### src/rtl/core/pmp_pkg.sv
package pmp_pkg;

    localparam int CHAR_W       = 8;
    localparam int COEF_W       = 63;
    localparam int EXP_W        = 16;
    localparam int POLY_W       = 16;
    localparam int NUM_SLOTS    = 3;
    localparam int SLOT_W       = 2;
    localparam int NUM_VARS_DEF = 3;
    localparam int CFG_IDX_W    = 2;

    localparam logic [CHAR_W-1:0] CH_STAR  = 8'h2A;
    localparam logic [CHAR_W-1:0] CH_CARET = 8'h5E;
    localparam logic [CHAR_W-1:0] CH_PLUS  = 8'h2B;
    localparam logic [CHAR_W-1:0] CH_NL    = 8'h0A;
    localparam logic [CHAR_W-1:0] CH_ZERO  = 8'h30;

    localparam logic [CHAR_W-1:0] VAR_NAME_0_RST = 8'd120;
    localparam logic [CHAR_W-1:0] VAR_NAME_1_RST = 8'd121;
    localparam logic [CHAR_W-1:0] VAR_NAME_2_RST = 8'd122;
    localparam logic [SLOT_W-1:0] NUM_VARS_RST   = 2'd3;

    localparam logic [COEF_W-1:0] COEF_MAX = {COEF_W{1'b1}};
    localparam logic [EXP_W-1:0]  EXP_MAX  = {EXP_W{1'b1}};
    localparam logic [POLY_W-1:0] POLY_MAX = {POLY_W{1'b1}};

    typedef enum logic [CFG_IDX_W-1:0] {
        CFG_VAR_NAME_0 = 2'd0,
        CFG_VAR_NAME_1 = 2'd1,
        CFG_VAR_NAME_2 = 2'd2,
        CFG_NUM_VARS   = 2'd3
    } t_cfg_idx;

    typedef enum logic [2:0] {
        PH_LINE  = 3'd0,
        PH_MON   = 3'd1,
        PH_COEF  = 3'd2,
        PH_STAR  = 3'd3,
        PH_VAR   = 3'd4,
        PH_CARET = 3'd5,
        PH_EXP   = 3'd6
    } t_phase;

    typedef logic [NUM_SLOTS-1:0][CHAR_W-1:0] t_name_vec;
    typedef logic [NUM_SLOTS-1:0][EXP_W-1:0]  t_exp_vec;

    typedef struct packed {
        t_name_vec         var_names;
        logic [SLOT_W-1:0] num_vars;
    } t_cfg;

    typedef struct packed {
        logic [COEF_W-1:0] coefficient;
        t_exp_vec          exps;
        logic [POLY_W-1:0] poly_index;
        logic              parse_error;
    } t_result;

    function automatic logic is_digit(input logic [CHAR_W-1:0] c);
        return (c >= 8'h30) && (c <= 8'h39);
    endfunction

    function automatic logic is_letter(input logic [CHAR_W-1:0] c);
        return ((c >= 8'h61) && (c <= 8'h7A)) || ((c >= 8'h41) && (c <= 8'h5A));
    endfunction

    function automatic logic [3:0] digit_val(input logic [CHAR_W-1:0] c);
        logic [CHAR_W-1:0] d;
        d = c - CH_ZERO;
        return d[3:0];
    endfunction

endpackage

### src/rtl/core/pmp_cfg_regs.sv
module pmp_cfg_regs (
    input  logic                             i_clk,
    input  logic                             i_rst_n,
    input  logic                             i_cfg_valid,
    input  logic [pmp_pkg::CFG_IDX_W-1:0]    i_cfg_index,
    input  logic [pmp_pkg::CHAR_W-1:0]       i_cfg_data,
    output pmp_pkg::t_cfg                    o_cfg
);

    pmp_pkg::t_cfg r_cfg;

    always_ff @(posedge i_clk) begin
        if (!i_rst_n) begin
            r_cfg.var_names[0] <= pmp_pkg::VAR_NAME_0_RST;
            r_cfg.var_names[1] <= pmp_pkg::VAR_NAME_1_RST;
            r_cfg.var_names[2] <= pmp_pkg::VAR_NAME_2_RST;
            r_cfg.num_vars     <= pmp_pkg::NUM_VARS_RST;
        end else if (i_cfg_valid) begin
            case (pmp_pkg::t_cfg_idx'(i_cfg_index))
                pmp_pkg::CFG_VAR_NAME_0: r_cfg.var_names[0] <= i_cfg_data;
                pmp_pkg::CFG_VAR_NAME_1: r_cfg.var_names[1] <= i_cfg_data;
                pmp_pkg::CFG_VAR_NAME_2: r_cfg.var_names[2] <= i_cfg_data;
                pmp_pkg::CFG_NUM_VARS:   r_cfg.num_vars <= i_cfg_data[pmp_pkg::SLOT_W-1:0];
                default: begin
                end
            endcase
        end
    end

    assign o_cfg = r_cfg;

endmodule

### src/rtl/core/pmp_parse_core.sv
module pmp_parse_core #(
    parameter int NUM_VARS = pmp_pkg::NUM_VARS_DEF
) (
    input  logic                         i_clk,
    input  logic                         i_rst_n,
    input  logic                         i_step,
    input  logic [pmp_pkg::CHAR_W-1:0]   i_ch,
    input  logic                         i_is_end,
    input  pmp_pkg::t_cfg                i_cfg,
    output logic                         o_res_valid,
    output pmp_pkg::t_result             o_res
);

    localparam int EXP_W  = pmp_pkg::EXP_W;
    localparam int COEF_W = pmp_pkg::COEF_W;

    pmp_pkg::t_phase                r_phase, n_phase;
    logic [COEF_W-1:0]              r_coef, n_coef;
    logic [EXP_W-1:0]               r_exps [NUM_VARS];
    logic [EXP_W-1:0]               n_exps [NUM_VARS];
    logic [pmp_pkg::SLOT_W-1:0]     r_slot, n_slot;
    logic [EXP_W-1:0]               r_exp_acc, n_exp_acc;
    logic [pmp_pkg::POLY_W-1:0]     r_poly, n_poly;
    logic                           r_err, n_err;

    logic                           c_term, c_plus, c_digit, c_letter, c_star, c_caret;
    logic                           c_open, c_bad, c_raise, c_emit;
    logic [3:0]                     c_dval;
    logic [COEF_W+3:0]              c_coef_sum;
    logic [COEF_W-1:0]              c_coef_next;
    logic [EXP_W+3:0]               c_exp_sum;
    logic [EXP_W-1:0]               c_exp_next;
    logic [pmp_pkg::SLOT_W-1:0]     c_match;
    logic                           c_found;
    pmp_pkg::t_exp_vec              c_exp_out;

    assign c_term   = i_is_end || (i_ch == pmp_pkg::CH_NL);
    assign c_plus   = !c_term && (i_ch == pmp_pkg::CH_PLUS);
    assign c_digit  = pmp_pkg::is_digit(i_ch);
    assign c_letter = pmp_pkg::is_letter(i_ch);
    assign c_star   = (i_ch == pmp_pkg::CH_STAR);
    assign c_caret  = (i_ch == pmp_pkg::CH_CARET);
    assign c_dval   = pmp_pkg::digit_val(i_ch);
    assign c_open   = (r_phase == pmp_pkg::PH_COEF) || (r_phase == pmp_pkg::PH_VAR) ||
                      (r_phase == pmp_pkg::PH_EXP);

    assign c_coef_sum  = ({4'b0, r_coef} << 3) + ({4'b0, r_coef} << 1) +
                         (COEF_W+4)'(c_dval);
    assign c_coef_next = (c_coef_sum[COEF_W+3:COEF_W] != 4'b0) ? pmp_pkg::COEF_MAX
                                                               : c_coef_sum[COEF_W-1:0];
    assign c_exp_sum   = ({4'b0, r_exp_acc} << 3) + ({4'b0, r_exp_acc} << 1) +
                         (EXP_W+4)'(c_dval);
    assign c_exp_next  = (c_exp_sum[EXP_W+3:EXP_W] != 4'b0) ? pmp_pkg::EXP_MAX
                                                            : c_exp_sum[EXP_W-1:0];

    always_comb begin
        c_match = r_slot;
        c_found = 1'b0;
        for (int k = 0; k < pmp_pkg::NUM_SLOTS; k++) begin
            if (!c_found && (pmp_pkg::SLOT_W'(k) < i_cfg.num_vars) && (k < NUM_VARS) &&
                (i_cfg.var_names[k] == i_ch)) begin
                c_match = pmp_pkg::SLOT_W'(k);
                c_found = 1'b1;
            end
        end
    end

    genvar g;
    generate
        for (g = 0; g < pmp_pkg::NUM_SLOTS; g++) begin : g_exp_out
            if (g < NUM_VARS) begin : g_used
                assign c_exp_out[g] = r_exps[g];
            end else begin : g_unused
                assign c_exp_out[g] = '0;
            end
        end
    endgenerate

    always_comb begin
        case (r_phase)
            pmp_pkg::PH_LINE,
            pmp_pkg::PH_MON:   c_bad = !(c_digit || c_letter);
            pmp_pkg::PH_COEF:  c_bad = !(c_digit || c_star || c_letter);
            pmp_pkg::PH_STAR:  c_bad = !c_letter;
            pmp_pkg::PH_VAR:   c_bad = !(c_caret || c_star || c_letter);
            pmp_pkg::PH_CARET: c_bad = !c_digit;
            pmp_pkg::PH_EXP:   c_bad = !(c_digit || c_star || c_letter);
            default:           c_bad = 1'b0;
        endcase
    end

    always_comb begin
        c_raise = 1'b0;
        c_emit  = 1'b0;
        if (i_step && !r_err) begin
            if (c_term) begin
                c_raise = (r_phase == pmp_pkg::PH_STAR) || (r_phase == pmp_pkg::PH_CARET);
                c_emit  = !c_raise && c_open;
            end else if (c_plus) begin
                c_raise = !c_open;
                c_emit  = c_open;
            end else begin
                c_raise = c_bad;
            end
        end
        o_res_valid = c_raise || c_emit;
        if (c_raise) begin
            o_res             = '0;
            o_res.parse_error = 1'b1;
        end else begin
            o_res.coefficient = r_coef;
            o_res.exps        = c_exp_out;
            o_res.poly_index  = r_poly;
            o_res.parse_error = 1'b0;
        end
    end

    always_comb begin
        logic             exp_wr;
        logic [EXP_W-1:0] exp_val;
        logic             clear;
        n_phase   = r_phase;
        n_coef    = r_coef;
        n_exps    = r_exps;
        n_slot    = r_slot;
        n_exp_acc = r_exp_acc;
        n_poly    = r_poly;
        n_err     = r_err;
        exp_wr    = 1'b0;
        exp_val   = '0;
        clear     = 1'b0;
        if (i_step && !r_err) begin
            if (c_raise) begin
                n_err = 1'b1;
            end else if (c_term) begin
                if ((r_phase != pmp_pkg::PH_LINE) && (r_poly != pmp_pkg::POLY_MAX)) begin
                    n_poly = r_poly + 1'b1;
                end
                clear   = c_open;
                n_phase = pmp_pkg::PH_LINE;
            end else if (c_plus) begin
                clear   = 1'b1;
                n_phase = pmp_pkg::PH_MON;
            end else begin
                case (r_phase)
                    pmp_pkg::PH_LINE,
                    pmp_pkg::PH_MON: begin
                        if (c_digit) begin
                            n_coef  = COEF_W'(c_dval);
                            n_phase = pmp_pkg::PH_COEF;
                        end else begin
                            n_coef  = COEF_W'(1);
                            n_slot  = c_match;
                            exp_wr  = 1'b1;
                            exp_val = EXP_W'(1);
                            n_phase = pmp_pkg::PH_VAR;
                        end
                    end
                    pmp_pkg::PH_CARET: begin
                        n_exp_acc = EXP_W'(c_dval);
                        exp_wr    = 1'b1;
                        exp_val   = EXP_W'(c_dval);
                        n_phase   = pmp_pkg::PH_EXP;
                    end
                    pmp_pkg::PH_COEF,
                    pmp_pkg::PH_STAR,
                    pmp_pkg::PH_VAR,
                    pmp_pkg::PH_EXP: begin
                        if (c_letter) begin
                            n_slot  = c_match;
                            exp_wr  = 1'b1;
                            exp_val = EXP_W'(1);
                            n_phase = pmp_pkg::PH_VAR;
                        end else if (c_star) begin
                            n_phase = pmp_pkg::PH_STAR;
                        end else if (c_caret) begin
                            n_phase = pmp_pkg::PH_CARET;
                        end else if (r_phase == pmp_pkg::PH_COEF) begin
                            n_coef = c_coef_next;
                        end else begin
                            n_exp_acc = c_exp_next;
                            exp_wr    = 1'b1;
                            exp_val   = c_exp_next;
                        end
                    end
                    default: begin
                        n_phase = pmp_pkg::PH_LINE;
                    end
                endcase
            end
        end
        for (int k = 0; k < NUM_VARS; k++) begin
            if (exp_wr && (int'(n_slot) == k)) begin
                n_exps[k] = exp_val;
            end
        end
        if (clear) begin
            n_coef    = '0;
            n_slot    = '0;
            n_exp_acc = '0;
            for (int k = 0; k < NUM_VARS; k++) begin
                n_exps[k] = '0;
            end
        end
    end

    always_ff @(posedge i_clk) begin
        if (!i_rst_n) begin
            r_phase   <= pmp_pkg::PH_LINE;
            r_coef    <= '0;
            r_slot    <= '0;
            r_exp_acc <= '0;
            r_poly    <= '0;
            r_err     <= 1'b0;
            for (int k = 0; k < NUM_VARS; k++) begin
                r_exps[k] <= '0;
            end
        end else begin
            r_phase   <= n_phase;
            r_coef    <= n_coef;
            r_slot    <= n_slot;
            r_exp_acc <= n_exp_acc;
            r_poly    <= n_poly;
            r_err     <= n_err;
            r_exps    <= n_exps;
        end
    end

endmodule

### src/rtl/core/polynomial_monomial_parser_unit.sv
// Polynomial text parser: one ASCII character per request on the input channel
// (is_end closes the text like a newline). Monomials are split at '+', lines at
// newline; each finished monomial leaves as one request with its saturating
// coefficient, one exponent per named variable slot and its line index. A syntax
// error sends one request with parse_error set and all other fields zero, after
// which the block drops all input until reset. Rate is one character per cycle while
// the output is not stalled: each character is held in the input register, passes the
// combinational parser logic (the constant multiply-by-ten accumulate) and its result
// is registered in the output register; a stalled result holds the next character in
// the input register. Variable names and the number of slots in use are written
// through the configuration port; the user must write them only while idle, the
// block itself does not enforce this.
module polynomial_monomial_parser_unit #(
    parameter int NUM_VARS = pmp_pkg::NUM_VARS_DEF
) (
    input  logic                            i_clk,
    input  logic                            i_rst_n,
    input  logic                            i_in_valid,
    output logic                            o_in_stall,
    input  logic [pmp_pkg::CHAR_W-1:0]      i_ch,
    input  logic                            i_is_end,
    output logic                            o_out_valid,
    input  logic                            i_out_stall,
    output logic [pmp_pkg::COEF_W-1:0]      o_coefficient,
    output logic [pmp_pkg::EXP_W-1:0]       o_exp_0,
    output logic [pmp_pkg::EXP_W-1:0]       o_exp_1,
    output logic [pmp_pkg::EXP_W-1:0]       o_exp_2,
    output logic [pmp_pkg::POLY_W-1:0]      o_poly_index,
    output logic                            o_parse_error,
    input  logic                            i_cfg_valid,
    output logic                            o_cfg_ready,
    input  logic [pmp_pkg::CFG_IDX_W-1:0]   i_cfg_index,
    input  logic [pmp_pkg::CHAR_W-1:0]      i_cfg_data
);

    logic                           r_in_valid;
    logic [pmp_pkg::CHAR_W-1:0]     r_in_ch;
    logic                           r_in_end;
    logic                           r_out_valid;
    pmp_pkg::t_result               r_out;

    logic                           out_free;
    logic                           step;
    logic                           in_accept;
    logic                           res_valid;
    pmp_pkg::t_result               res;
    pmp_pkg::t_cfg                  cfg;

    assign out_free    = !r_out_valid || !i_out_stall;
    assign step        = r_in_valid && out_free;
    assign o_in_stall  = r_in_valid && !out_free;
    assign in_accept   = i_in_valid && !o_in_stall;
    assign o_cfg_ready = 1'b1;

    pmp_cfg_regs u_cfg (
        .i_clk       (i_clk),
        .i_rst_n     (i_rst_n),
        .i_cfg_valid (i_cfg_valid),
        .i_cfg_index (i_cfg_index),
        .i_cfg_data  (i_cfg_data),
        .o_cfg       (cfg)
    );

    pmp_parse_core #(
        .NUM_VARS (NUM_VARS)
    ) u_core (
        .i_clk       (i_clk),
        .i_rst_n     (i_rst_n),
        .i_step      (step),
        .i_ch        (r_in_ch),
        .i_is_end    (r_in_end),
        .i_cfg       (cfg),
        .o_res_valid (res_valid),
        .o_res       (res)
    );

    always_ff @(posedge i_clk) begin
        if (!i_rst_n) begin
            r_in_valid <= 1'b0;
        end else if (in_accept) begin
            r_in_valid <= 1'b1;
        end else if (step) begin
            r_in_valid <= 1'b0;
        end
    end

    always_ff @(posedge i_clk) begin
        if (in_accept) begin
            r_in_ch  <= i_ch;
            r_in_end <= i_is_end;
        end
    end

    always_ff @(posedge i_clk) begin
        if (!i_rst_n) begin
            r_out_valid <= 1'b0;
        end else if (out_free) begin
            r_out_valid <= step && res_valid;
        end
    end

    always_ff @(posedge i_clk) begin
        if (step && res_valid) begin
            r_out <= res;
        end
    end

    assign o_out_valid   = r_out_valid;
    assign o_coefficient = r_out.coefficient;
    assign o_exp_0       = r_out.exps[0];
    assign o_exp_1       = r_out.exps[1];
    assign o_exp_2       = r_out.exps[2];
    assign o_poly_index  = r_out.poly_index;
    assign o_parse_error = r_out.parse_error;

endmodule
### config.mk
export PLATFORM = sky130hd
export DESIGN_NAME = polynomial_monomial_parser_unit
export DESIGN_NICKNAME = d
export VERILOG_FILES = /design/src/rtl/core/pmp_pkg.sv /design/src/rtl/core/pmp_cfg_regs.sv /design/src/rtl/core/pmp_parse_core.sv /design/src/rtl/core/polynomial_monomial_parser_unit.sv
export SDC_FILE = /design/constraint.sdc
export NUM_CORES = 1
export LEC_CHECK = 0
export ABC_AREA = 1
export BUFFER_PORTS_ARGS = -buffer_cell sky130_fd_sc_hd__buf_2
export CAP_MARGIN = 20
export CORE_ASPECT_RATIO = 0.5
export CORE_MARGIN = 10
export CORE_UTILIZATION = 55
export CTS_CLUSTER_DIAMETER = 60
export DETAILED_ROUTE_END_ITERATION = 7
export PLACE_DENSITY = 0.77
export RECOVER_POWER = 25
export SLEW_MARGIN = 20
export SYNTH_ARGS = -nofsm -noshare
export SYNTH_HDL_FRONTEND = slang
export SYNTH_HIERARCHICAL = 1
export SYNTH_SLANG_ARGS = --single-unit
### constraint.sdc
create_clock -name i_clk -period 20.6 [get_ports i_clk]
set_input_delay 3.09 -clock i_clk [delete_from_list [all_inputs] [get_ports i_clk]]
set_output_delay 3.09 -clock i_clk [all_outputs]
set_load 0.03 [all_outputs]
## After elaboration in Yosys (flattened, before gate mapping)

Cells that the tools add are included.

- Bits in writable memories: 0
- Latch bits: 0
- Output and inout port bits: 131
- ROM bits: 0
- Register bits after elaboration: 314
- Memories: 0
- Logic and storage cells: 201
- Input bits: 24

- Reduce and logical (&&, ||, !) cells: 68
- Bitwise operators: 4
- Divide/modulo/power cells: 0
- $add $sub $neg: 6
- Order comparisons: 9
- $mul: 0
- Equality and inequality tests: 25
- Shifts and indexed selects: 0
- Multiplexer cells: 66

Operators by type and width:

| cell | number |
|---|---|
| $mux 63 | 5 |
| $mux 16 | 13 |
| $pmux 63 s2 | 1 |
| $add 66x64->67 | 1 |
| $add 67x4->67 | 1 |
| $pmux 16 s3 | 1 |
| $pmux 16 s2 | 1 |
| $mux 1 | 25 |
| $eq 8x8->1 | 3 |
| $add 19x17->20 | 1 |
| $add 20x4->20 | 1 |
| $logic_and 1x1->1 | 19 |
| $mux 2 | 9 |
| $mux 3 | 6 |
| $reduce_and 9->1 | 2 |
| $add 16x1->16 const B | 1 |
| $eq 8x6->1 const B | 2 |
| $ge 8x7->1 const B | 2 |
| $le 8x7->1 const B | 2 |
| $ne 16x16->1 const B | 1 |
| $logic_not 1->1 | 15 |
| $logic_or 1x1->1 | 12 |
| $reduce_and 2->1 | 5 |
| $eq 3x3->1 const B | 3 |
| other kinds (29) | 46 |

## Longest topological paths before layout

Gate-level depths: netlist of the first run.

- Depth after elaboration: 19
- Mapped depth: 21
- Depth with buffers taken out: 20

## Modules after synthesis

Netlist of the first run, hierarchy kept.

Modules (own cells, without submodules):

| module | cells each | times used | area an instance (um^2) | sequential area each (um^2) |
|---|---|---|---|---|
| pmp_parse_core | 2538 | 1 | 15055.7 | 2982.9 |
| polynomial_monomial_parser_unit | 156 | 1 | 4231.6 | 4154.0 |
| pmp_cfg_regs | 142 | 1 | 1126.1 | 520.5 |

## Worst setup path after synthesis of the first run

Ideal clock, no wire load.

- Kind: input to register
- Start: input i_out_stall
- End: register r_out, in the netlist o_coefficient[0] (enable)
- Arrival time: 9.292 ns
- Path slack: 10.691 ns
- Path buffers: 0
- Required time: 19.983 ns
- Cell stages on the path: 11
- Library setup time: 0.617 ns
- Cell sequence: nand2_1 nand2_1 inv_1 nand2_1 inv_1 nand2_1 a21oi_4 nand2_4 nand2_1 inv_1 nor2_1

- Word-level cells in the longest chain between the ends: 7
- Elaborated cells on any way between the ends: 8
- Those cells by class: 2 x mux; 6 x reduce/logical

Ends and longest elaborated chain:

| what | RTL line | RTL |
|---|---|---|
| start, declared | polynomial_monomial_parser_unit.sv:23 | `input logic i_out_stall,` |
| $logic_not 1->1 * | polynomial_monomial_parser_unit.sv:49 | `assign out_free = !r_out_valid \|\| !i_out_stall;` |
| $logic_or 1x1->1 * | polynomial_monomial_parser_unit.sv:49 |  |
| $logic_and 1x1->1 * | polynomial_monomial_parser_unit.sv:50 | `assign step = r_in_valid && out_free;` |
| via step | polynomial_monomial_parser_unit.sv:43 | `logic step;` |
| $logic_and 1x1->1 * | pmp_parse_core.sv:95 | `if (i_step && !r_err) begin` |
| $mux 1 | pmp_parse_core.sv:95 |  |
| $logic_or 1x1->1 * | pmp_parse_core.sv:106 | `o_res_valid = c_raise \|\| c_emit;` |
| via res_valid | polynomial_monomial_parser_unit.sv:45 | `logic res_valid;` |
| $logic_and 1x1->1 * | polynomial_monomial_parser_unit.sv:103 | `if (step && res_valid) begin` |
| end signal, assigned | polynomial_monomial_parser_unit.sv:104 | `r_out <= res;` |
| end, declared | polynomial_monomial_parser_unit.sv:40 | `pmp_pkg::t_result r_out;` |

The timed path passes the listed nets; every way through them passes the cells marked *.
A chain may end at the register's enable or synchronous reset.

## Worst setup path in the final report of the first run

- Start: input i_out_stall
- End: output o_in_stall

- Word-level cells in the longest chain between the ends: 4

Ends and longest elaborated chain:

| what | RTL line | RTL |
|---|---|---|
| $logic_not 1->1 | polynomial_monomial_parser_unit.sv:49 |  |
| $logic_or 1x1->1 | polynomial_monomial_parser_unit.sv:49 |  |
| $logic_not 1->1 | polynomial_monomial_parser_unit.sv:51 | `assign o_in_stall = r_in_valid && !out_free;` |
| $logic_and 1x1->1 | polynomial_monomial_parser_unit.sv:51 |  |
| end, declared | polynomial_monomial_parser_unit.sv:19 | `output logic o_in_stall,` |

Every way passes these cells.

==> results.yml, run 1 <==
logic_synthesis:
  synth_most_common_cell: "nand2_1"
  synth_ff_type: "dfxtp_1"
  synthSimpleGateAreaFrac_pct: 30.0
  ys_seq_elements: 314
  synth_compound_area_share_pct: 10.4
  synth_top_family_by_area: "simple AND/OR/NAND/NOR gates"
  ys_seq_area_share_pct: 37.5
  synth_fp_nets: 3021
  synth.top_cell.area_share_pct: 20.2
  synthDistinctLibCells: 56
  netlist_top_cells_count: "nand2_1 (736), nor2_1 (514), inv_1 (358)"
  synth-edff-count: 137
  ys_warn_count: 6
  synthMuxAreaShare_pct: 0
  netlist_area_mm2: 0.0204
  async_flop_share_pct: 0
  synth.area.top_cells: "edfxtp_1 (20%), dfxtp_1 (17%), nand2_1 (14%)"
  avgSynthCellArea_um2: 7.20
  synth_fa_ha_area_share_pct: 10.0
  yosys.area.top_type: "edfxtp_1"
  syn_inst: 2836
  synthXorXnorAreaFrac_pct: 3.00
timing:
  fmax_ghz: 0.151
  setup_ws_ns: 13.97
  final-setup-viol-count: 0
  hold_violations: 0
  rsz0062_at_grt: "no"
  worst_slew_pin_slew_ns: 1.70
  finalCritPeriodShare_pct: 32.2
  setup_tns_ns: 0
  slew_violations: 40
  fin_skew_ns: 0.0171
  holdWs_ns: 0.463
  min_period_ns: 6.63
  maxSlewHeadroom_pct: -13.4
die:
  die_h_um: 156
  fp.dieW_um: 292
  io_pins: 155
  dieArea_mm2: 0.0457
  core_mm2: 0.0363
  rows: 49
  start_util_pct: 56.2
worst_setup_path:
  critical_path_depth: 4
  critPathSlowestCell: "buf_2"
  path_max_fanout: 3
  critPathKind: "primary input to primary output"
  critPathTopFamily: "buffers and inverters"
  end_kind: "primary output"
  cp-startpoint: "i_out_stall"
  crit_buf_inv: 3
  critical_path.cell_chain: "buf_2 > nand3_1 > inv_1 > buf_2"
  start_kind: "primary input"
  crit_required_ns: 17.51
  r2r_start: "r_in_ch[3]"
  cp.arrival_ns: 3.54
  worstRegToRegCells: 18
  max_stage_delay_ns: 0.19
  cp_common_cell: "buf_2"
clock_tree:
  cts-hold-fix-buffers: 0
  cts_tree: "built"
  clk_pin_slew_ns: 0.07
  insertion_delay_ns: 0.60
  cts.sinks: 314
  cts-root-buf: "clkbuf_16"
  clockBufferDepth: 3
  cts-htree-levels: 1
  post_cts_buffers: 0
  cts_made_buffers: 28
  cts_resized: 0
routing:
  dr.pass1.iters: 5
  post_drt_wl_per_cell_um: 15.5
  dr_total_vias: 18172
  postRouteAntennaNets: 0
  wl_um: 53600
  post-route-drc-count: 0
  viasPerCell: 5.26
  drtIter0Drc: 1302
global_routing:
  grt-ovfl-total: 0
  antenna_found_initial: 0
  grt_pass1_wl_um: 87100
  grt_use_total_pct: 22.8
  grt_pass1_vias: 17235
  grt_max_degree: 95
finish:
  syn2layout_area_growth_pct: 8.92
  fin_nets: 3134
  num_antenna_cells: 0
  drive_gt1_share_pct: 6.66
  instances_no_fill: 3455
place:
  portBuffers: 153
  gp_congestion: 0.974
  pre_cts_ws_ns: 13.93
  place_inst: 3403
  dp_hpwl_um: 40700
pwr:
  pwr-share-seq_pct: 51.0
  switching_share_pct: 24.3
  p_int_uw: 991
  p_comb_share_pct: 7.0
  p_leak_uw: 0.0103
  powerDensity_mw_per_mm2: 58.9
  peakVddDrop_mv: 0.0567
  p_clk_share_pct: 42.0
  p_sw_uw: 318
min_path:
  worstHoldPathCells: 2
  min_from: "u_cfg/o_cfg[6]"
  hp-class: "flip-flop to flip-flop"
status:
  violations: "max-capacitance violations, max-slew violations"
  status: "finished with violations"
flow_run:
  cap_violations: 1
==> metrics by stage <==
stage	area, µm²	power (µW)	util (%)
CTS	22400	1320	61.6
global route	22200	1360	61.3
detailed placement	21400	773	59.0
global placement	21400	771	59.0
finish	22200	1310	61.3
floorplan	20400	753	-
==> worst register-to-register path, stage by stage, from the launching register on <==
cell and delay [ns]:
edfxtp_1 0.75, fa_1 0.56, fa_1 0.48, nand2_1 0.08
nand3_1 0.09, and2_1 0.17, nand2_1 0.07, nand2_1 0.14
nand2_1 0.10, nand2_1 0.21, nand2_1 0.13, nand2_1 0.12
a21oi_1 0.21, nand3_1 0.15, nor2_4 0.12, buf_4 0.54
nor2_1 0.23, nor2_1 0.16, nor2_1 0.06
==> cells by family (layout without fill, tap and decap cells) <==
logic type	after synthesis	in the layout
flip-flops	314	314
XOR/XNOR	70	70
AO/OA/AOI/OAI	364	364
AND/OR/NAND/NOR	1475	1475
other	1	1
adder cells (fa/ha/maj)	161	161
buffers and inverters	451	586
==> area by class of cell <==
cell class                 instances  area, µm²
clock inverter                    13        170
tap                              484        606
fill                            3414      14100
sequential                       314       7660
multi-input combinational       2071      10900
inverter                         373       1400
timing repair buffer             161        706
clock buffer                      39        792
==> sequential cells by signal, summed over array words and instances (netlist names) <==
signal            count
o_coefficient        63
o_exp_0              16
o_exp_1              16
o_exp_2              16
o_out_valid           1
o_parse_error         1
o_poly_index         16
r_in_ch               8
r_in_end              1
r_in_valid            1
u_cfg/o_cfg          26
u_core/c_exp_out     48
u_core/r_coef        63
u_core/r_err          1
u_core/r_exp_acc     16
u_core/r_phase        3
u_core/r_poly        16
u_core/r_slot         2
==> layer usage <==
layer	share of wire, %	vias up	global-route usage [%]
li1	-	9280	-
met1	47	8341	30.7
met2	45	485	38.2
met3	6.7	66	4.19
met4	1.5	0	4.13
met5	0	-	0
==> cell usage in the layout, fill, tap and decap left out, types with 10 or more instances in the layout <==
| cell type | n |
|---|---|
| inv_1 | 357 |
| nand3_1 | 103 |
| nand2_1 | 735 |
| o21bai_1 | 24 |
| xnor2_1 | 46 |
| nand2_2 | 17 |
| edfxtp_1 | 137 |
| o21bai_2 | 10 |
| nand4_1 | 26 |
| xor2_1 | 24 |
| nor3_1 | 27 |
| a21oi_2 | 12 |
| ha_1 | 157 |
| clkbuf_16 | 28 |
| nor2_1 | 513 |
| clkbuf_1 | 102 |
| a21oi_1 | 199 |
| inv_2 | 12 |
| o21ai_0 | 78 |
| buf_2 | 57 |
| dfxtp_1 | 177 |
==> power by group through the flow <==
stage	combinational (µW)	sequential (µW)	clock, µW
global placement	90.3	681	0
floorplan	66.6	686	0
CTS	92.8	667	562
global route	103	668	587
detailed placement	92.0	681	0
finish	91.8	667	550
==> final timing paths <==
path	to	slack [ns]
min reg2reg	u_cfg/o_cfg[6]	0.46
max reg2reg	u_core/r_coef[0]	16.15
max	o_in_stall	13.97
min	u_cfg/o_cfg[6]	0.46
Power figures use the tool's default switching activity.
==> run 2, diff against run 1 <==
--- a/config.mk
+++ b/config.mk
@@ -13,7 +13,7 @@
 export CORE_UTILIZATION = 55
 export CTS_CLUSTER_DIAMETER = 60
 export DETAILED_ROUTE_END_ITERATION = 7
-export PLACE_DENSITY = 0.77
+export PLACE_DENSITY = 0.8
 export RECOVER_POWER = 25
 export SLEW_MARGIN = 20
 export SYNTH_ARGS = -nofsm -noshare
==> constraint.sdc (replaced) <==
create_clock -name i_clk -period 6 [get_ports i_clk]
set_input_delay 0.9 -clock i_clk [delete_from_list [all_inputs] [get_ports i_clk]]
set_output_delay 0.9 -clock i_clk [all_outputs]
set_load 0.03 [all_outputs]
==> run 2 against run 1 <==
  * The flow still finishes with violations (max-capacitance violations, max-slew violations)
  * Register-to-register slack worse by 15 ns
  * Via count grew 1.4%
  * Count of clock-buffer cells in the layout is 2 lower
  * Cell count rose by 0.14%
  * Worst hold slack worse by 0.00074 ns
  * Combinational power rose to 3.5 times the previous value
  * Die area unchanged
  * Clock power increased to 3.5 times the previous value
  * First-iteration DRC count increased by 18%
  * Non-clock buffer count unchanged
  * Largest cell class unchanged
  * Highest routed layer unchanged
==> results.yml, run 2 (same netlist as run 1, synthesis figures left out) <==
status:
  status: "finished with violations"
  violations: "max-capacitance violations, max-slew violations"
timing:
  setup_tns_ns: 0
  hold_violations: 0
  finalCritPeriodShare_pct: 74.5
  maxSlewHeadroom_pct: -14.0
  fmax_ghz: 0.224
  worst_slew_pin_slew_ns: 1.71
  fin_skew_ns: 0.0210
  min_period_ns: 4.47
  slew_violations: 40
  final-setup-viol-count: 0
  rsz0062_at_grt: "no"
  setup_ws_ns: 1.53
routing:
  post-route-drc-count: 0
  postRouteAntennaNets: 0
  wl_um: 55400
  viasPerCell: 5.33
  dr_total_vias: 18429
  dr.pass1.iters: 6
  drtIter0Drc: 1530
  post_drt_wl_per_cell_um: 16.0
global_routing:
  grt_max_degree: 79
  antenna_found_initial: 1
  grt_pass1_wl_um: 89300
  grt-ovfl-total: 0
  grt_use_total_pct: 23.5
  grt_pass1_vias: 17606
worst_setup_path:
  critPathTopFamily: "simple AND/OR/NAND/NOR gates"
  start_kind: "flip-flop"
  cp-startpoint: "r_in_ch[3]"
  r2r_start: "r_in_ch[3]"
  critPathKind: "flip-flop to flip-flop"
  critical_path.cell_chain: "fa_1 > fa_1 > nand2_1 > nand3_1 > and2_1 > nand2_1 > nand2_1 > nand2_1 > nand2_1 > nand2_1 > nand2_1 > a21oi_1 > nand3_1 > nor2_4 > buf_4 > nand2_1 > nand2_2 > a21oi_2"
  r2r_slack_ns: 1.53
  end_kind: "flip-flop"
  max_stage_delay_ns: 0.62
  r2r_end: "u_core/r_coef[31]"
  cp.arrival_ns: 4.92
  crit_buf_inv: 1
  critical_path_depth: 18
  critPathSlowestCell: "edfxtp_1"
  crit_required_ns: 6.45
  crit_path_end: "u_core/r_coef[31]"
  path_max_fanout: 31
  worstRegToRegCells: 18
  cp_common_cell: "nand2_1"
clock_tree:
  insertion_delay_ns: 0.61
  cts_resized: 0
  cts-htree-levels: 1
  cts_tree: "built"
  clockBufferDepth: 3
  cts-hold-fix-buffers: 0
  clk_pin_slew_ns: 0.07
  cts-root-buf: "clkbuf_16"
  cts_made_buffers: 30
  post_cts_buffers: 0
  cts.sinks: 314
place:
  portBuffers: 153
  placed_area_mm2: 0.0214
  gp_congestion: 1.02
  place_inst: 3403
  dp_hpwl_um: 42000
  pre_cts_ws_ns: 1.53
finish:
  syn2layout_area_growth_pct: 9.13
  fin_nets: 3136
  drive_gt1_share_pct: 6.62
  final_common_cell: "nand2_1"
  fin_area_mm2: 0.0223
  final_cell_mix: "nand2_1 (735), nor2_1 (514), inv_1 (357)"
  instances_no_fill: 3460
flow_run:
  cap_violations: 1
die:
  dieArea_mm2: 0.0457
  io_pins: 155
  core_mm2: 0.0363
  fp.dieW_um: 292
  die_h_um: 156
  start_util_pct: 56.2
  rows: 49
pwr:
  p_leak_uw: 0.0103
  powerDensity_mw_per_mm2: 203
  peakVddDrop_mv: 0.173
  power_uw: 4530
min_path:
  hp-class: "flip-flop to flip-flop"
==> run 2: cell types whose count changed in the layout (fill, tap and decap cells not counted), sizes merged <==
| cell | previous run | this run |
|---|---|---|
| clkinv | 9 | 17 |
| buf | 65 | 58 |
| clkbuf | 135 | 140 |
| bufinv | 3 | 1 |
| clkinvlp | 2 | 0 |
| inv | 372 | 374 |
| diode | 0 | 1 |
==> run 2: through the flow <==
| step | util [%] | hold slack, ns |
|---|---|---|
| 3_3_place_gp | 59.0 | 0.441 |
| 3_5_place_dp | 59.0 | 0.450 |
| 4_1_cts | 61.7 | 0.448 |
| 2_1_floorplan | - | 0.429 |
| 6_report | 61.4 | 0.462 |
| 5_1_grt | 61.4 | 0.446 |
==> run 2: worst min path at each step <==
stage,startpoint,end,slack (ns),cells after the start
after floorplan,u_cfg/o_cfg[13],u_cfg/o_cfg[13],0.43,2
after global placement,u_cfg/o_cfg[15],u_cfg/o_cfg[15],0.44,2
final,u_core/r_err,u_core/r_err,0.46,2
after global routing,i_ch[3],r_in_ch[3],0.45,1
after CTS,i_ch[3],r_in_ch[3],0.45,1
after detailed placement,u_cfg/o_cfg[6],u_cfg/o_cfg[6],0.45,2
==> run 2: power by group <==
part	total, µW	switching [µW]	internal, µW
sequential	2290	28.3	2260
combinational	319	234	85.0
clock	1920	892	1030
==> run 2: metal layers <==
metal / wire length (µm) / vias up / GRT usage, %
met1: 25400 / 8512 / 31.5
met2: 25200 / 544 / 39.2
li1: - / 9286 / -
met4: 1220 / 0 / 5.72
met5: 0 / - / 0
met3: 3670 / 87 / 3.80
==> run 2: cell type report <==
| class | instances | area (µm²) |
|---|---|---|
| Clock inverter | 19 | 171 |
| Fill cell | 3404 | 14000 |
| Multi-Input combinational cell | 2071 | 10900 |
| Timing Repair Buffer | 161 | 709 |
| Tap cell | 484 | 606 |
| Inverter | 373 | 1410 |
| Sequential cell | 314 | 7660 |
| Antenna cell | 1 | 2.50 |
| Clock buffer | 37 | 818 |
==> run 2: worst reg2reg max path, delay by kind of cell (launching register included) <==
family,cells,cell delay (ns)
AND/OR/NAND/NOR,13,1.94
adder cells (fa/ha/maj),2,1.09
flip-flops,1,0.62
buffers and inverters,1,0.48
AO/OA/AOI/OAI,2,0.21
==> run 3, diff against run 2 <==
--- a/config.mk
+++ b/config.mk
@@ -5,7 +5,7 @@
 export SDC_FILE = /design/constraint.sdc
 export NUM_CORES = 1
 export LEC_CHECK = 0
-export ABC_AREA = 1
+export ABC_AREA = 0
 export BUFFER_PORTS_ARGS = -buffer_cell sky130_fd_sc_hd__buf_2
 export CAP_MARGIN = 20
 export CORE_ASPECT_RATIO = 0.5
==> constraint.sdc (replaced) <==
create_clock -name i_clk -period 4.05 [get_ports i_clk]
set_input_delay 0.6075 -clock i_clk [delete_from_list [all_inputs] [get_ports i_clk]]
set_output_delay 0.6075 -clock i_clk [all_outputs]
set_load 0.03 [all_outputs]
==> run 3 against run 2 <==
  * The run still ends with max-capacitance violations, max-slew violations left
  * Total power up 45%
  * Largest cell class unchanged
  * Critical path type unchanged
  * Clock power rose by 48%
  * Cell count shrank 26%
  * First-iteration DRC count is 22% lower
  * Final area fell by 6.5%
  * Via count fell by 18%
==> results.yml, run 3 <==
finish:
  fillCellCount: 2876
  fin_area_mm2: 0.0208
  multiInputGateArea_mm2: 0.0104
  drive_gt1_share_pct: 10.0
  final_common_cell: "nand2_1"
  fin_nets: 2291
  syn2layout_area_growth_pct: 12.6
  final-seq-area_mm2: 0.00766
  final_cell_mix: "nand2_1 (180), dfxtp_1 (177), a21oi_1 (168)"
  num_antenna_cells: 0
pwr:
  p_comb_share_pct: 5.3
  p_sw_uw: 1520
  powerDensity_mw_per_mm2: 315
  switching_share_pct: 23.2
  p_leak_uw: 0.00829
  peakVddDrop_mv: 0.300
  p_int_uw: 5030
  pwr-share-seq_pct: 51.3
  p_clk_share_pct: 43.5
routing:
  wl_met2_um: 22300
  highest_layer: "met4"
  wl_met3_um: 2430
  postRouteAntennaNets: 0
  post-route-drc-count: 0
  dr_total_vias: 15181
  wl_um: 46700
  dr.pass1.iters: 5
  wirelength_met1_um: 21000
  viasPerCell: 5.91
  post_drt_wl_per_cell_um: 18.2
  drtIter0Drc: 1189
logic_synthesis:
  synth_fp_nets: 2174
  synth_ff_type: "dfxtp_1"
  synth_most_common_cell: "nand2_1"
  netlist_top_cells_count: "nand2_1 (181), dfxtp_1 (177), a21oi_1 (172)"
  synth.top_cell.area_share_pct: 22.2
  ys_warn_count: 6
  syn_inst: 1989
  synthDistinctLibCells: 88
  avgSynthCellArea_um2: 9.30
  netlist_area_mm2: 0.0185
  yosys.area.top_type: "edfxtp_1"
  synth-edff-count: 137
  async_flop_share_pct: 0
  synth.area.top_cells: "edfxtp_1 (22%), dfxtp_1 (19%), ha_1 (11%)"
  ys_seq_elements: 314
  ys_seq_area_share_pct: 41.4
global_routing:
  antenna_found_initial: 1
  grt_max_degree: 111
  grt_pass1_wl_um: 74700
  grt-ovfl-total: 0
  grt_pass1_vias: 14535
  grt_use_total_pct: 21.4
timing:
  holdWs_ns: 0.195
  final-setup-viol-count: 0
  fmax_ghz: 0.249
  fin_skew_ns: 0.0132
  min_period_ns: 4.01
  slew_violations: 53
  setup_ws_ns: 0.0374
  maxSlewHeadroom_pct: -24.9
  hold_violations: 0
  worst_slew_pin_slew_ns: 1.87
  finalCritPeriodShare_pct: 99.1
  rsz0062_at_grt: "yes"
min_path:
  hp-class: "primary input to flip-flop"
  min_from: "i_ch[6]"
  min_to: "r_in_ch[6]"
  worstHoldPathCells: 1
die:
  start_util_pct: 55.9
  fp.dieW_um: 279
  rows: 47
  die_h_um: 150
  io_pins: 155
  dieArea_mm2: 0.0418
  core_mm2: 0.0331
clock_tree:
  clockBufferDepth: 3
  insertion_delay_ns: 0.59
  cts.sinks: 314
  cts_tree: "built"
  cts-htree-levels: 1
  cts_made_buffers: 29
  clk_pin_slew_ns: 0.07
  cts-hold-fix-buffers: 0
  cts-root-buf: "clkbuf_16"
worst_setup_path:
  r2r_slack_ns: 0.04
  r2r_start: "r_in_ch[3]"
  worstRegToRegCells: 14
  cp.arrival_ns: 4.45
  r2r_end: "u_core/r_coef[36]"
  cp-startpoint: "r_in_ch[3]"
  critPathKind: "flip-flop to flip-flop"
  end_kind: "flip-flop"
  start_kind: "flip-flop"
  path_max_fanout: 9
  crit_required_ns: 4.49
place:
  portBuffers: 153
  dp_hpwl_um: 33700
  pre_cts_ws_ns: -0.0406
  gp_congestion: 0.926
  placed_area_mm2: 0.0198
status:
  violations: "max-capacitance violations, max-slew violations"
  status: "finished with violations"
flow_run:
  cap_violations: 1
-- run 3: cell count changes after synthesis, moves of 18 or more --
cell	before	now
a21o_1	9	29
a21oi_1	198	172
and2_1	2	156
and3_1	2	20
clkbuf_1	30	87
inv_1	358	25
mux2i_1	0	33
nand2_1	736	181
nand3_1	103	78
nor2_1	514	91
nor2b_1	0	33
o21ai_0	78	134
o21ai_1	2	46
xnor2_1	46	72
-- run 3: logic make-up (layout without fill, tap and decap cells) --
family                     count (synthesis)  after routing  share of synthesized area, %
muxes                                     33             33                          1.79
buffers and inverters                    148            288                          3.51
DFF                                      314            314                          41.4
and+or+nand+nor                          690            690                          19.5
adders and majority gates                161            161                          11.0
xor gates and xnor gates                 107            107                          5.06
other                                      1              1                        0.0203
AOI/OAI and AO/OA                        535            535                          17.7
-- run 3: metrics by stage --
step	utilization [%]	total power, µW	setup TNS (ns)	instances
2_1_floorplan	-	3670	-129.17	1989
3_3_place_gp	59.7	3770	0	2509
3_5_place_dp	59.7	3780	-0.247	2509
4_1_cts	62.7	6620	0	2563
5_1_grt	62.9	6770	-6.80	2570
6_report	62.9	6550	0	2570
-- run 3: area by class of cell --
type	instances	share of cell area [%]
clock buffer	39	3.86
clock inverter	15	0.913
multi-input combinational	1527	49.8
timing repair buffer	208	5.57
sequential	314	36.8
tap	441	2.65
inverter	26	0.469
-- run 3: worst max-delay path by stage --
stage | endpoint | cells after the start
after floorplan | o_coefficient[0] | 12
after global placement | u_core/r_coef[29] | 13
after detailed placement | u_core/r_coef[33] | 13
after CTS | u_core/r_coef[33] | 13
after global routing | u_core/r_coef[62] | 15
final | u_core/r_coef[36] | 14
-- run 3: timing repair --
action,in CTS,in global routing
setup endpoints to repair,29,103
resized for setup,2,43
setup buffers,0,5
pin swaps,0,15
cloned,0,2
-- run 3: metal layers --
metal | vias up | track usage [%]
met5 | - | 0
met4 | 0 | 5.16
met3 | 70 | 3.61
met2 | 362 | 36.9
met1 | 7307 | 27.7
li1 | 7442 | -
-- run 3: power groups by stage --
stage | sequential, µW | clock, µW | combinational (µW)
2_1_floorplan | 3480 | 0 | 187
3_3_place_gp | 3430 | 0 | 344
3_5_place_dp | 3430 | 0 | 347
4_1_cts | 3360 | 2910 | 349
5_1_grt | 3360 | 3030 | 372
6_report | 3360 | 2850 | 345
-- run 3: worst max-delay path, cell delays in order, from the launching register on --
cell and delay [ns]:
edfxtp_1 0.43, fa_1 0.54, fa_2 0.43, a211oi_2 0.27
o211ai_1 0.21, nand3b_1 0.15, a2111o_1 0.25, a21oi_2 0.09
or4_1 0.41, a31oi_1 0.21, nand4b_1 0.24, buf_4 0.24
clkbuf_16 0.17, o21ai_1 0.15, a21oi_1 0.08
